File: src/kf_pkg.sv
// Shared types and constants for the 5x5 Kuwahara RGB filter.
`default_nettype none
package kf_pkg;
  localparam int MAX_WIDTH    = 1024;
  localparam int HEIGHT_LIMIT = 4096;
  localparam int LINES_KEPT   = 4;
  localparam int SLOT_W       = $clog2(LINES_KEPT);
  localparam int COL_W        = $clog2(MAX_WIDTH);
  localparam int WREG_W       = 11;
  localparam int HREG_W       = 13;
  localparam int ROW_W        = 13;
  localparam int OROW_W       = 12;
  localparam int LAG_W        = 12;
  localparam int PIX_W        = 24;
  localparam int CH_W         = 8;
  localparam int SUM_W        = 12;
  localparam int SQ_W         = 17;
  localparam int SSUM_W       = 21;
  localparam int SCORE_W      = 18;
  localparam int RECIP9       = 7282;
  localparam int RESET_WIDTH  = 640;
  localparam int RESET_HEIGHT = 480;

  typedef enum logic [0:0] {
    REG_FRAME_WIDTH  = 1'b0,
    REG_FRAME_HEIGHT = 1'b1
  } cfg_reg_t;

  typedef logic [PIX_W-1:0]   pix_t;
  typedef pix_t [8:0]         quad_pix_t;
  typedef logic [CH_W-1:0]    chan_t;
  typedef chan_t [2:0]        rgb_t;
  typedef logic [SCORE_W-1:0] score_t;

  typedef struct packed {
    score_t score;
    rgb_t   mean;
  } lane_res_t;
endpackage
`default_nettype wire

File: src/kf_merge.sv
// Picks the lane with the smallest variance score and registers its means.
`default_nettype none
module kf_merge (
  input  wire logic              clk,
  input  wire logic              en,
  input  wire kf_pkg::lane_res_t res_i [4],
  output kf_pkg::rgb_t           rgb_o
);
  import kf_pkg::*;

  rgb_t       rgb_r;
  logic [1:0] best;

  // Strict compare keeps the lower quadrant on a tie.
  always_comb begin
    best = 2'd0;
    for (int q = 1; q < 4; q++) begin
      if (res_i[q].score < res_i[best].score) begin
        best = 2'(q);
      end
    end
  end

  always_ff @(posedge clk) begin
    if (en) begin
      rgb_r <= res_i[best].mean;
    end
  end

  assign rgb_o = rgb_r;
endmodule
`default_nettype wire

File: config.mk
export PLATFORM = sky130hd
export DESIGN_NAME = kf_merge
export DESIGN_NICKNAME = d
export VERILOG_FILES = /design/src/kf_pkg.sv /design/src/kf_merge.sv
export SDC_FILE = /design/constraint.sdc
export NUM_CORES = 1
export LEC_CHECK = 0
export BUFFER_PORTS_ARGS = -buffer_cell sky130_fd_sc_hd__clkbuf_2
export CORE_AREA = 10 10 94 117
export CTS_BUF_LIST = sky130_fd_sc_hd__clkbuf_4
export DETAILED_ROUTE_END_ITERATION = 10
export DIE_AREA = 0 0 104 127
export GPL_ROUTABILITY_DRIVEN = 0
export PLACE_DENSITY = 0.81
export SLEW_MARGIN = 40
export SYNTH_ARGS = -nofsm -noshare
export SYNTH_HDL_FRONTEND = slang
export SYNTH_SLANG_ARGS = --single-unit
File: constraint.sdc
create_clock -name clk -period 9.9 [get_ports clk]
set_input_delay 0.99 -clock clk [delete_from_list [all_inputs] [get_ports clk]]
set_output_delay 0.99 -clock clk [all_outputs]
set_load 0.03 [all_outputs]
* Yosys cells after proc, flatten, opt, wreduce, memory -nomap -nowiden
Cells that the tools add are included.
Storage, ports and cells: register bits 24, input port bits 170, output and inout port bits 24, logic and storage cells 24
Cells by class: order comparisons 6, mux-type cells 12, bitwise logic cells 3
Operators with widths (count):
- 42-bit binary-select mux with 2-bit select | 3
- 42-bit 2-to-1 mux | 4
- 18-bit less-than comparator | 3
- 24-bit 2-to-1 mux | 2
- 3-bit >= comparator (second input constant) | 3
- 2-bit inverter with 3-bit output | 3
- 2-bit 2-to-1 mux | 2
- 1-bit 2-to-1 mux | 1

* Longest topological paths before layout
Gate-level depths: netlist of the first run.
depth in word-level cells 18, gate-level depth with buffers 28, depth with buffers taken out 23

* Least setup slack after synthesis of the first run
Ideal clock, no wire load.
kind input to register, start point in res_i[161] in the netlist's numbering, end point reg rgb_r (netlist bit rgb_o[10]) (data pin), library setup time 260 ps, arrival time 6678 ps, required time 9640 ps, setup slack 2962 ps, stages 27, buffers on the path 5, path through inv_1 -> ha_1 -> a21o_1 -> a221o_1 -> a221oi_4 -> o21a_1 -> buf_2 -> buf_2 -> a21oi_1 -> ha_1 -> a21oi_1 -> o21ai_0 -> a2111oi_0 -> o211ai_2 -> nand2_2 -> buf_4 -> mux2_2 -> ha_1 -> a21o_1 -> a21o_1 -> a21oi_1 -> o221ai_1 -> o221ai_1 -> o211a_1 -> buf_6 -> buf_12 -> mux2_4
Between the ends: longest elaborated chain between the ends 18
Ends and longest elaborated chain:
- start, declared | line kf_merge.sv:6 | input wire kf_pkg::lane_res_t res_i [4],
- 18-bit less-than comparator | line kf_merge.sv:18 | if (res_i[q].score < res_i[best].score) begin
- 1-bit 2-to-1 mux | line kf_merge.sv:18
- 2-bit inverter with 3-bit output (implied by the code) | line kf_merge.sv:18
- 42-bit binary-select mux with 2-bit select | line kf_merge.sv:18
- 42-bit 2-to-1 mux (implied by the code) (2 in series) | line kf_merge.sv:18
- 18-bit less-than comparator | line kf_merge.sv:18
- 2-bit 2-to-1 mux | line kf_merge.sv:18
- 2-bit inverter with 3-bit output (implied by the code) | line kf_merge.sv:18
- 42-bit binary-select mux with 2-bit select | line kf_merge.sv:18
- 42-bit 2-to-1 mux (implied by the code) (2 in series) | line kf_merge.sv:18
- 18-bit less-than comparator | line kf_merge.sv:18
- 2-bit 2-to-1 mux * | line kf_merge.sv:18
- 2-bit inverter with 3-bit output (implied by the code) * | line kf_merge.sv:26 | rgb_r <= res_i[best].mean;
- 42-bit binary-select mux with 2-bit select * | line kf_merge.sv:26
- 24-bit 2-to-1 mux (implied by the code) * (2 in series) | line kf_merge.sv:26
- end signal, assigned | line kf_merge.sv:26
- end, declared | line kf_merge.sv:11 | rgb_t rgb_r;
Every way passes the cells marked *; elsewhere a longest branch is shown, timed or not. The select of a mux whose other input is x is not followed. A chain may end at the register's enable or synchronous reset.

* Worst setup path after layout of the first run
start point in res_i[163] in the netlist's numbering, end point reg rgb_r (netlist bit rgb_o[1]) (data pin)
The elaborated chain is that of the path after synthesis.

==> impl_metrics.json, run 1 <==
{
  "root_buffer": "clkbuf_4",
  "critPathMaxStageDelay_ns": 0.75,
  "drv_slew": 0,
  "drt.antenna.violating_nets": 0,
  "cts_tree": "built",
  "synthArstFlopShare_pct": 0,
  "wl_per_cell_um": 19.8,
  "start_util_pct": 40.2,
  "p_leak_nw": 2.41,
  "htree_levels": 1,
  "io_buffer_count": 193,
  "synth_flop_cell": "edfxtp_1",
  "grt_overflow": 0,
  "cellPowerDensity_nw_per_um2": 126,
  "numCtsBuffers": 3,
  "drc": 0,
  "crit_family": "compound AO/OA/AOI/OAI gates",
  "drive_gt1_share_pct": 44.5,
  "core_um2": 8880,
  "fin_nets": 798,
  "die_h_um": 127,
  "vias_per_cell": 5.65,
  "post_cts_buffers": 0,
  "comb_power_share_pct": 66.9,
  "dp_hpwl_mm": 11.8,
  "fin_setup_tns_ns": 0,
  "crit_type": "input port to flop",
  "slowest_stage": "or3b_2",
  "critPathLaunchType": "input port",
  "hold_viol": 0,
  "syn-num-nets": 619,
  "critical_path_depth": 26,
  "synth_warnings": 0,
  "maxCapViolations": 0,
  "firstDrtPassIters": 6,
  "grt_pass1_vias": 4194,
  "max-vdd-ir-drop_v": 0.0000419,
  "tightestPinTransition_ns": 0.795,
  "p_sw_uw": 259,
  "arrival_ns": 8.34,
  "grt_pass1_wl_mm": 21.5,
  "synth_commonest_cells": "inv_1, ha_1, a21oi_1, nand4_1, o211ai_1",
  "synth.avg_cell_area_um2": 8.97,
  "setup_viol": 0,
  "synth_area_um2": 3570,
  "status": "complete, no violations",
  "clockBufferDepth": 2,
  "synth-edff-count": 24,
  "post-synth-top-count-cell": "inv_1",
  "die_x_um": 104,
  "synthTopCellsByArea": "edfxtp_1, ha_1, mux2_4",
  "grt_max_degree": 36,
  "largest_reg_flops": 24,
  "swShare_pct": 44.3,
  "antenna_found_initial": 2,
  "whs_path_depth": 2,
  "synth-seq-area-share_pct": 20.2,
  "crit_path_max_fanout": 35,
  "p_int_uw": 326,
  "ys_ff_latch": 24,
  "fillers": 814,
  "fin_crit_ns": 8.23,
  "rows": 39,
  "drt-total-wl_mm": 13.8,
  "drtIter0Drc": 255,
  "cp_common_cell": "ha_1",
  "max_freq_mhz": 122,
  "dieArea_um2": 13200,
  "path_buf_inv": 4,
  "clk_pin_slew_ns": 0.13,
  "min_period_over_period_pct": 83.1,
  "rsz0062_at_grt": "no",
  "num_io_pins": 194,
  "hp-class": "input port to flop",
  "cp-end-kind": "flop",
  "pwr-share-clk_pct": 7.9,
  "p_seq_share_pct": 25.2,
  "grt_use_total_pct": 19.8,
  "relSlewSlack_pct": 46.8,
  "area_delta_synth_final_pct": 30.1,
  "cts.sinks": 24,
  "synth_top_area_share_pct": 20.2,
  "holdBufCountCts": 0,
  "fin_util_pct": 52.3,
  "yosysUniqueCellTypes": 43,
  "cp.required_ns": 10.01,
  "postSynthCellCount": 398,
  "yosys.area.top_type": "edfxtp_1",
  "vias": 3946,
  "cts_resized": 0
}
[power groups by stage]
stage                     Combinational, mW  Sequential (mW)  Clock [mW]
after floorplan                       0.244            0.190           0
after global placement                0.370            0.150           0
after detailed placement              0.385            0.150           0
after CTS                             0.388            0.148      0.0457
after global routing                  0.424            0.149      0.0482
final                                 0.391            0.147      0.0464
[path summary, 6_finish.rpt]
| check | from | endpoint | slack [ns] |
|---|---|---|---|
| setup / recovery | res_i[163] | rgb_o[1] | 1.67 |
| hold / removal | res_i[22] | rgb_o[22] | 0.94 |
[metal layers]
| metal | vias to the layer above | GRT usage (%) | wire length (um) |
|---|---|---|---|
| met5 | - | 0 | 0 |
| met3 | 34 | 6.04 | 1320 |
| met2 | 224 | 37.7 | 7400 |
| met1 | 1808 | 19.5 | 4680 |
| li1 | 1880 | - | - |
| met4 | 0 | 7.88 | 421 |
[cell usage in the layout, fill, tap and decap left out, types with 2 or more instances in the layout]
cell / count
a211oi_1: 2
nand4_1: 32
o211ai_1: 25
clkbuf_4: 3
a2111oi_2: 2
clkbuf_2: 193
mux2_4: 19
nand3b_1: 2
a32oi_1: 23
edfxtp_1: 24
mux2_2: 21
a21o_1: 5
o211a_1: 4
buf_4: 3
inv_1: 60
o21ai_0: 6
a21oi_1: 32
a221oi_4: 2
or2_2: 2
nand3_1: 3
ha_1: 51
o21a_1: 3
nor2_1: 23
o221ai_1: 2
nand2_1: 13
[through the flow]
step / std cells / power (mW) / setup slack [ns] / instance area [um2] / hold WS, ns
after floorplan: 398 / 0.434 / 2.96 / 3570 / 1.10
after global placement: 694 / 0.519 / 1.72 / 4590 / 1.30
after CTS: 698 / 0.581 / 1.66 / 4640 / 0.944
after global routing: 699 / 0.621 / 1.35 / 4650 / 0.945
after detailed placement: 695 / 0.536 / 1.35 / 4620 / 1.30
final: 699 / 0.585 / 1.67 / 4650 / 0.942
[area by class of cell]
cell class              instances  area, um2  area share, %
multi-input cells             291       2520           54.3
clock buffers                   3       22.5          0.485
repair buffers                197       1000           21.5
inverters                      60        225           4.85
diodes                          1       2.50         0.0539
flip-flops and latches         24        721           15.5
well taps                     123        154           3.31
[cell families (layout without fill, tap and decap cells)]
group,Yosys count,count (layout),synth area share [%]
buffers and inverters,83,260,10.1
AND/OR/NAND/NOR,84,84,12.3
flip-flops,24,24,20.2
adder cells (fa/ha/maj),51,51,17.9
AO/OA/AOI/OAI,116,116,24.9
multiplexers,40,40,14.6
other,0,1,0
No activity file was read; power rests on OpenSTA's default activity.
==> run 2, diff against run 1 <==
==> constraint.sdc (replaced) <==
create_clock -name clk -period 7.7 [get_ports clk]
set_input_delay 0.77 -clock clk [delete_from_list [all_inputs] [get_ports clk]]
set_output_delay 0.77 -clock clk [all_outputs]
set_load 0.03 [all_outputs]
==> impl_metrics.json, run 2 (same netlist as run 1, synthesis figures left out) <==
{
  "cp.required_ns": 7.78,
  "core_um2": 8880,
  "htree_levels": 1,
  "clockBufferDepth": 2,
  "met1_usage_pct": 19.6,
  "drt-total-wl_mm": 13.8,
  "grt_max_degree": 26,
  "p_leak_nw": 2.43,
  "mostFrequentLayoutCell": "clkbuf_2",
  "fin_crit_ns": 7.18,
  "io_buffer_count": 193,
  "num_io_pins": 194,
  "start_util_pct": 40.2,
  "setup_viol": 0,
  "die_x_um": 104,
  "post_cts_buffers": 0,
  "busiest_layer": "met2",
  "max_freq_mhz": 139,
  "crit_type": "input port to flop",
  "largest_reg_flops": 24,
  "max-vdd-ir-drop_v": 0.0000630,
  "cts_tree": "built",
  "numCtsBuffers": 3,
  "clk_pin_slew_ns": 0.12,
  "wl_per_cell_um": 19.7,
  "min_period_over_period_pct": 93.2,
  "status": "complete, no violations",
  "drc": 0,
  "drv_slew": 0,
  "critPathMaxStageDelay_ns": 0.67,
  "relSlewSlack_pct": 52.6,
  "path_buf_inv": 3,
  "area_delta_synth_final_pct": 31.1,
  "comb_power_share_pct": 67.7,
  "antenna_found_initial": 1,
  "grt_overflow": 0,
  "hold_viol": 0,
  "drive_gt1_share_pct": 44.7,
  "rows": 39,
  "cellPowerDensity_nw_per_um2": 161,
  "cts_resized": 0,
  "drt.antenna.violating_nets": 0,
  "dieArea_um2": 13200,
  "fin_nets": 802,
  "maxCapViolations": 0,
  "arrival_ns": 7.26,
  "mostFrequentLayoutCells": "clkbuf_2, inv_1, ha_1",
  "gr-usage-met3_pct": 5.08,
  "crit_family": "compound AO/OA/AOI/OAI gates",
  "grt_pass1_wl_mm": 21.7,
  "slowest_stage": "a2111oi_1",
  "p_seq_share_pct": 25.1,
  "grt_use_total_pct": 19.9,
  "holdBufCountCts": 0,
  "grt_pass1_vias": 4263,
  "dp_hpwl_mm": 11.9,
  "pwr-share-clk_pct": 7.2,
  "p_int_uw": 424,
  "p_sw_uw": 330,
  "cts.sinks": 24,
  "crit_path_max_fanout": 24,
  "critPathLaunchType": "input port",
  "die_h_um": 127,
  "drtIter0Drc": 267,
  "swShare_pct": 43.8,
  "use_met2_pct": 37.9,
  "rsz0062_at_grt": "no",
  "tightestPinTransition_ns": 0.708,
  "firstDrtPassIters": 5,
  "vias": 3996,
  "fin_setup_tns_ns": 0,
  "root_buffer": "clkbuf_4",
  "hp-class": "input port to flop",
  "vias_per_cell": 5.68,
  "fin_util_pct": 52.7,
  "cp-end-kind": "flop"
}
[run 2: area by class of cell]
cell class | instances | area, um2
diodes | 1 | 2.50
clock buffers | 3 | 22.5
fillers | 825 | 4200
inverters | 60 | 225
multi-input cells | 291 | 2510
flip-flops and latches | 24 | 721
well taps | 123 | 154
repair buffers | 201 | 1040
[run 2: path summary, 6_finish.rpt]
kind	cells past startpoint	from	slack (ns)	end
worst max-delay path	25	res_i[161]	0.52	rgb_o[0]
worst min-delay path	2	res_i[17]	0.75	rgb_o[17]
[run 2: layer usage]
metal  share of wire, %  wire (um)  up-vias
met3                8.7       1200       43
met2                 53       7270      219
met4                4.1        568        0
met1                 35       4790     1840
li1                   -          -     1894
met5                  0          0        -
[run 2: per-stage QoR]
stage          setup WS [ns]  cell area (um2)  instances  hold WS (ns)  power [mW]
3_3_place_gp           0.445             4630        698          1.07       0.677
5_1_grt               0.0431             4680        703         0.743       0.807
4_1_cts                0.600             4670        702         0.736       0.754
2_1_floorplan          0.982             3570        398         0.882       0.558
6_report               0.524             4680        703         0.746       0.754
3_5_place_dp           0.262             4650        699          1.08       0.700
[run 2: power groups by stage]
| stage | combinational (mW) | clock [mW] | sequential, mW |
|---|---|---|---|
| floorplan | 0.314 | 0 | 0.244 |
| global placement | 0.485 | 0 | 0.192 |
| detailed placement | 0.508 | 0 | 0.193 |
| CTS | 0.509 | 0.0562 | 0.189 |
| global route | 0.557 | 0.0592 | 0.191 |
| finish | 0.511 | 0.0541 | 0.189 |
==> run 3, diff against run 2 <==
--- a/config.mk
+++ b/config.mk
@@ -5,13 +5,14 @@
 export SDC_FILE = /design/constraint.sdc
 export NUM_CORES = 1
 export LEC_CHECK = 0
+export ABC_AREA = 1
 export BUFFER_PORTS_ARGS = -buffer_cell sky130_fd_sc_hd__clkbuf_2
 export CORE_AREA = 10 10 94 117
 export CTS_BUF_LIST = sky130_fd_sc_hd__clkbuf_4
 export DETAILED_ROUTE_END_ITERATION = 10
 export DIE_AREA = 0 0 104 127
 export GPL_ROUTABILITY_DRIVEN = 0
-export PLACE_DENSITY = 0.81
+export PLACE_DENSITY = 0.82
 export SLEW_MARGIN = 40
 export SYNTH_ARGS = -nofsm -noshare
 export SYNTH_HDL_FRONTEND = slang
==> impl_metrics.json, run 3 <==
{
  "arrival_ns": 6.94,
  "pwr-share-clk_pct": 11.6,
  "grt_max_degree": 38,
  "p_seq_share_pct": 24.8,
  "p_int_uw": 429,
  "post-synth-top-count-cell": "nand2_1",
  "placed_cell_area_um2": 4640,
  "vias_per_cell": 4.82,
  "critPathMaxStageDelay_ns": 0.49,
  "yosys.area.top_type": "edfxtp_1",
  "grt_pass1_vias": 4175,
  "drv_slew": 0,
  "start_util_pct": 40.6,
  "comb_power_share_pct": 63.6,
  "numCtsBuffers": 3,
  "synthTopCellsByArea": "edfxtp_1, ha_1, nand2_1",
  "core_um2": 8880,
  "status": "complete, no violations",
  "firstDrtPassIters": 4,
  "antenna_cells": 0,
  "synth.avg_cell_area_um2": 6.50,
  "dp_hpwl_mm": 10.3,
  "synthArstFlopShare_pct": 0,
  "synth_area_um2": 3600,
  "drt-total-wl_mm": 12.0,
  "tightestPinTransition_ns": 0.798,
  "rsz0062_at_grt": "no",
  "min_period_over_period_pct": 87.4,
  "dieArea_um2": 13200,
  "crit_type": "input port to flop",
  "cts_resized": 0,
  "setup_viol": 0,
  "synth_top_area_share_pct": 20.0,
  "synth_commonest_cells": "nand2_1, inv_1, nor2_1",
  "drc": 0,
  "wl_per_cell_um": 14.1,
  "area_delta_synth_final_pct": 30.1,
  "htree_levels": 1,
  "final_area_um2": 4690,
  "fin_nets": 953,
  "cts.sinks": 24,
  "swShare_pct": 47.7,
  "syn-num-nets": 775,
  "grt_overflow": 0,
  "mostFrequentLayoutCells": "clkbuf_2, nand2_1, inv_1",
  "cp-end-kind": "flop",
  "grt_use_total_pct": 17.5,
  "post_cts_buffers": 0,
  "die_x_um": 104,
  "relSlewSlack_pct": 46.6,
  "max-vdd-ir-drop_v": 0.0000713,
  "cellPowerDensity_nw_per_um2": 175,
  "num_io_pins": 194,
  "largest_reg_flops": 24,
  "p_sw_uw": 391,
  "io_buffer_count": 193,
  "drt.antenna.violating_nets": 0,
  "synth-edff-count": 24,
  "cts_tree": "built",
  "ys_ff_latch": 24,
  "crit_path_max_fanout": 37,
  "crit_family": "simple AND/OR/NAND/NOR gates",
  "holdBufCountCts": 0,
  "max_freq_mhz": 149,
  "maxCapViolations": 0,
  "hp-start": "res_i[90]",
  "hp-class": "input port to flop",
  "slowest_stage": "nand3_2",
  "fin_crit_ns": 6.73,
  "synth-seq-area-share_pct": 20.0,
  "yosysUniqueCellTypes": 26,
  "synth_warnings": 0,
  "cp_common_cell": "nand2_1",
  "antenna_found_initial": 1,
  "hold_viol": 0,
  "grt_pass1_wl_mm": 19.4,
  "clk_pin_slew_ns": 0.14,
  "cp.required_ns": 7.91,
  "critPathLaunchType": "input port",
  "vias": 4114,
  "root_buffer": "clkbuf_4",
  "drtIter0Drc": 97,
  "clockBufferDepth": 2,
  "postSynthCellCount": 554,
  "holdPathEnd": "rgb_o[6]",
  "die_h_um": 127,
  "rows": 39,
  "drive_gt1_share_pct": 31.7,
  "fin_setup_tns_ns": 0,
  "p_leak_nw": 2.82,
  "synth_flop_cell": "edfxtp_1",
  "whs_path_depth": 5,
  "path_buf_inv": 5,
  "mostFrequentLayoutCell": "clkbuf_2"
}
-- run 3: worst max path at each step --
| stage | from | endpoint | slack [ns] | cells past startpoint |
|---|---|---|---|---|
| 3_3_place_gp | res_i[163] | rgb_o[23] | 0.78 | 32 |
| 2_1_floorplan | res_i[167] | rgb_o[10] | 2.32 | 32 |
| 3_5_place_dp | res_i[163] | rgb_o[22] | 0.63 | 32 |
| 4_1_cts | res_i[163] | rgb_o[19] | 0.97 | 33 |
| 5_1_grt | res_i[167] | rgb_o[22] | 0.25 | 33 |
| 6_report | res_i[163] | rgb_o[19] | 0.97 | 33 |
-- run 3: stage by stage --
stage / util, % / instances / power (mW) / setup slack (ns) / hold WS, ns
6_report: 52.8 / 854 / 0.820 / 0.971 / 0.776
5_1_grt: 52.8 / 854 / 0.903 / 0.248 / 0.801
4_1_cts: 52.8 / 854 / 0.828 / 0.971 / 0.769
3_5_place_dp: 52.2 / 850 / 0.732 / 0.628 / 1.13
3_3_place_gp: 52.2 / 850 / 0.725 / 0.781 / 1.13
2_1_floorplan: - / 554 / 0.586 / 2.32 / 0.882
-- run 3: tightest hold or removal path, cell delays in order --
cell and delay, ns:
clkbuf_2 0.07, inv_1 0.03, nand2_1 0.05, nand2_1 0.05, nand2_1 0.05
-- run 3: routing by layer --
| layer | global-route usage [%] | routed length (um) | part of all wire (%) |
|---|---|---|---|
| met1 | 19.8 | 4940 | 41 |
| met2 | 31.3 | 5870 | 49 |
| met3 | 4.88 | 1020 | 8.5 |
| met4 | 5.50 | 178 | 1.5 |
| met5 | 0 | 13 | 0.11 |
-- run 3: logic make-up (layout without fill, tap and decap cells) --
group           Yosys count  after routing  share of synthesized area (%)
flops                    24             24                           20.0
compound gates           65             65                           9.62
buf+inv                 110            287                           12.3
simple gates            304            304                           40.4
fa+ha+maj                51             51                           17.7
-- run 3: power by group through the flow --
| stage | Combinational, mW | Clock (mW) | Sequential (mW) |
|---|---|---|---|
| finish | 0.522 | 0.0950 | 0.203 |
| global route | 0.596 | 0.100 | 0.207 |
| CTS | 0.528 | 0.0961 | 0.204 |
| detailed placement | 0.525 | 0 | 0.207 |
| global placement | 0.519 | 0 | 0.206 |
| floorplan | 0.307 | 0 | 0.279 |
-- run 3: area by class of cell --
class / instances / area [um2]
Clock buffer: 3 / 22.5
Clock inverter: 1 / 30.0
Fill cell: 900 / 4190
Inverter: 87 / 327
Multi-Input combinational cell: 420 / 2450
Sequential cell: 24 / 721
Tap cell: 123 / 154
Timing Repair Buffer: 196 / 988
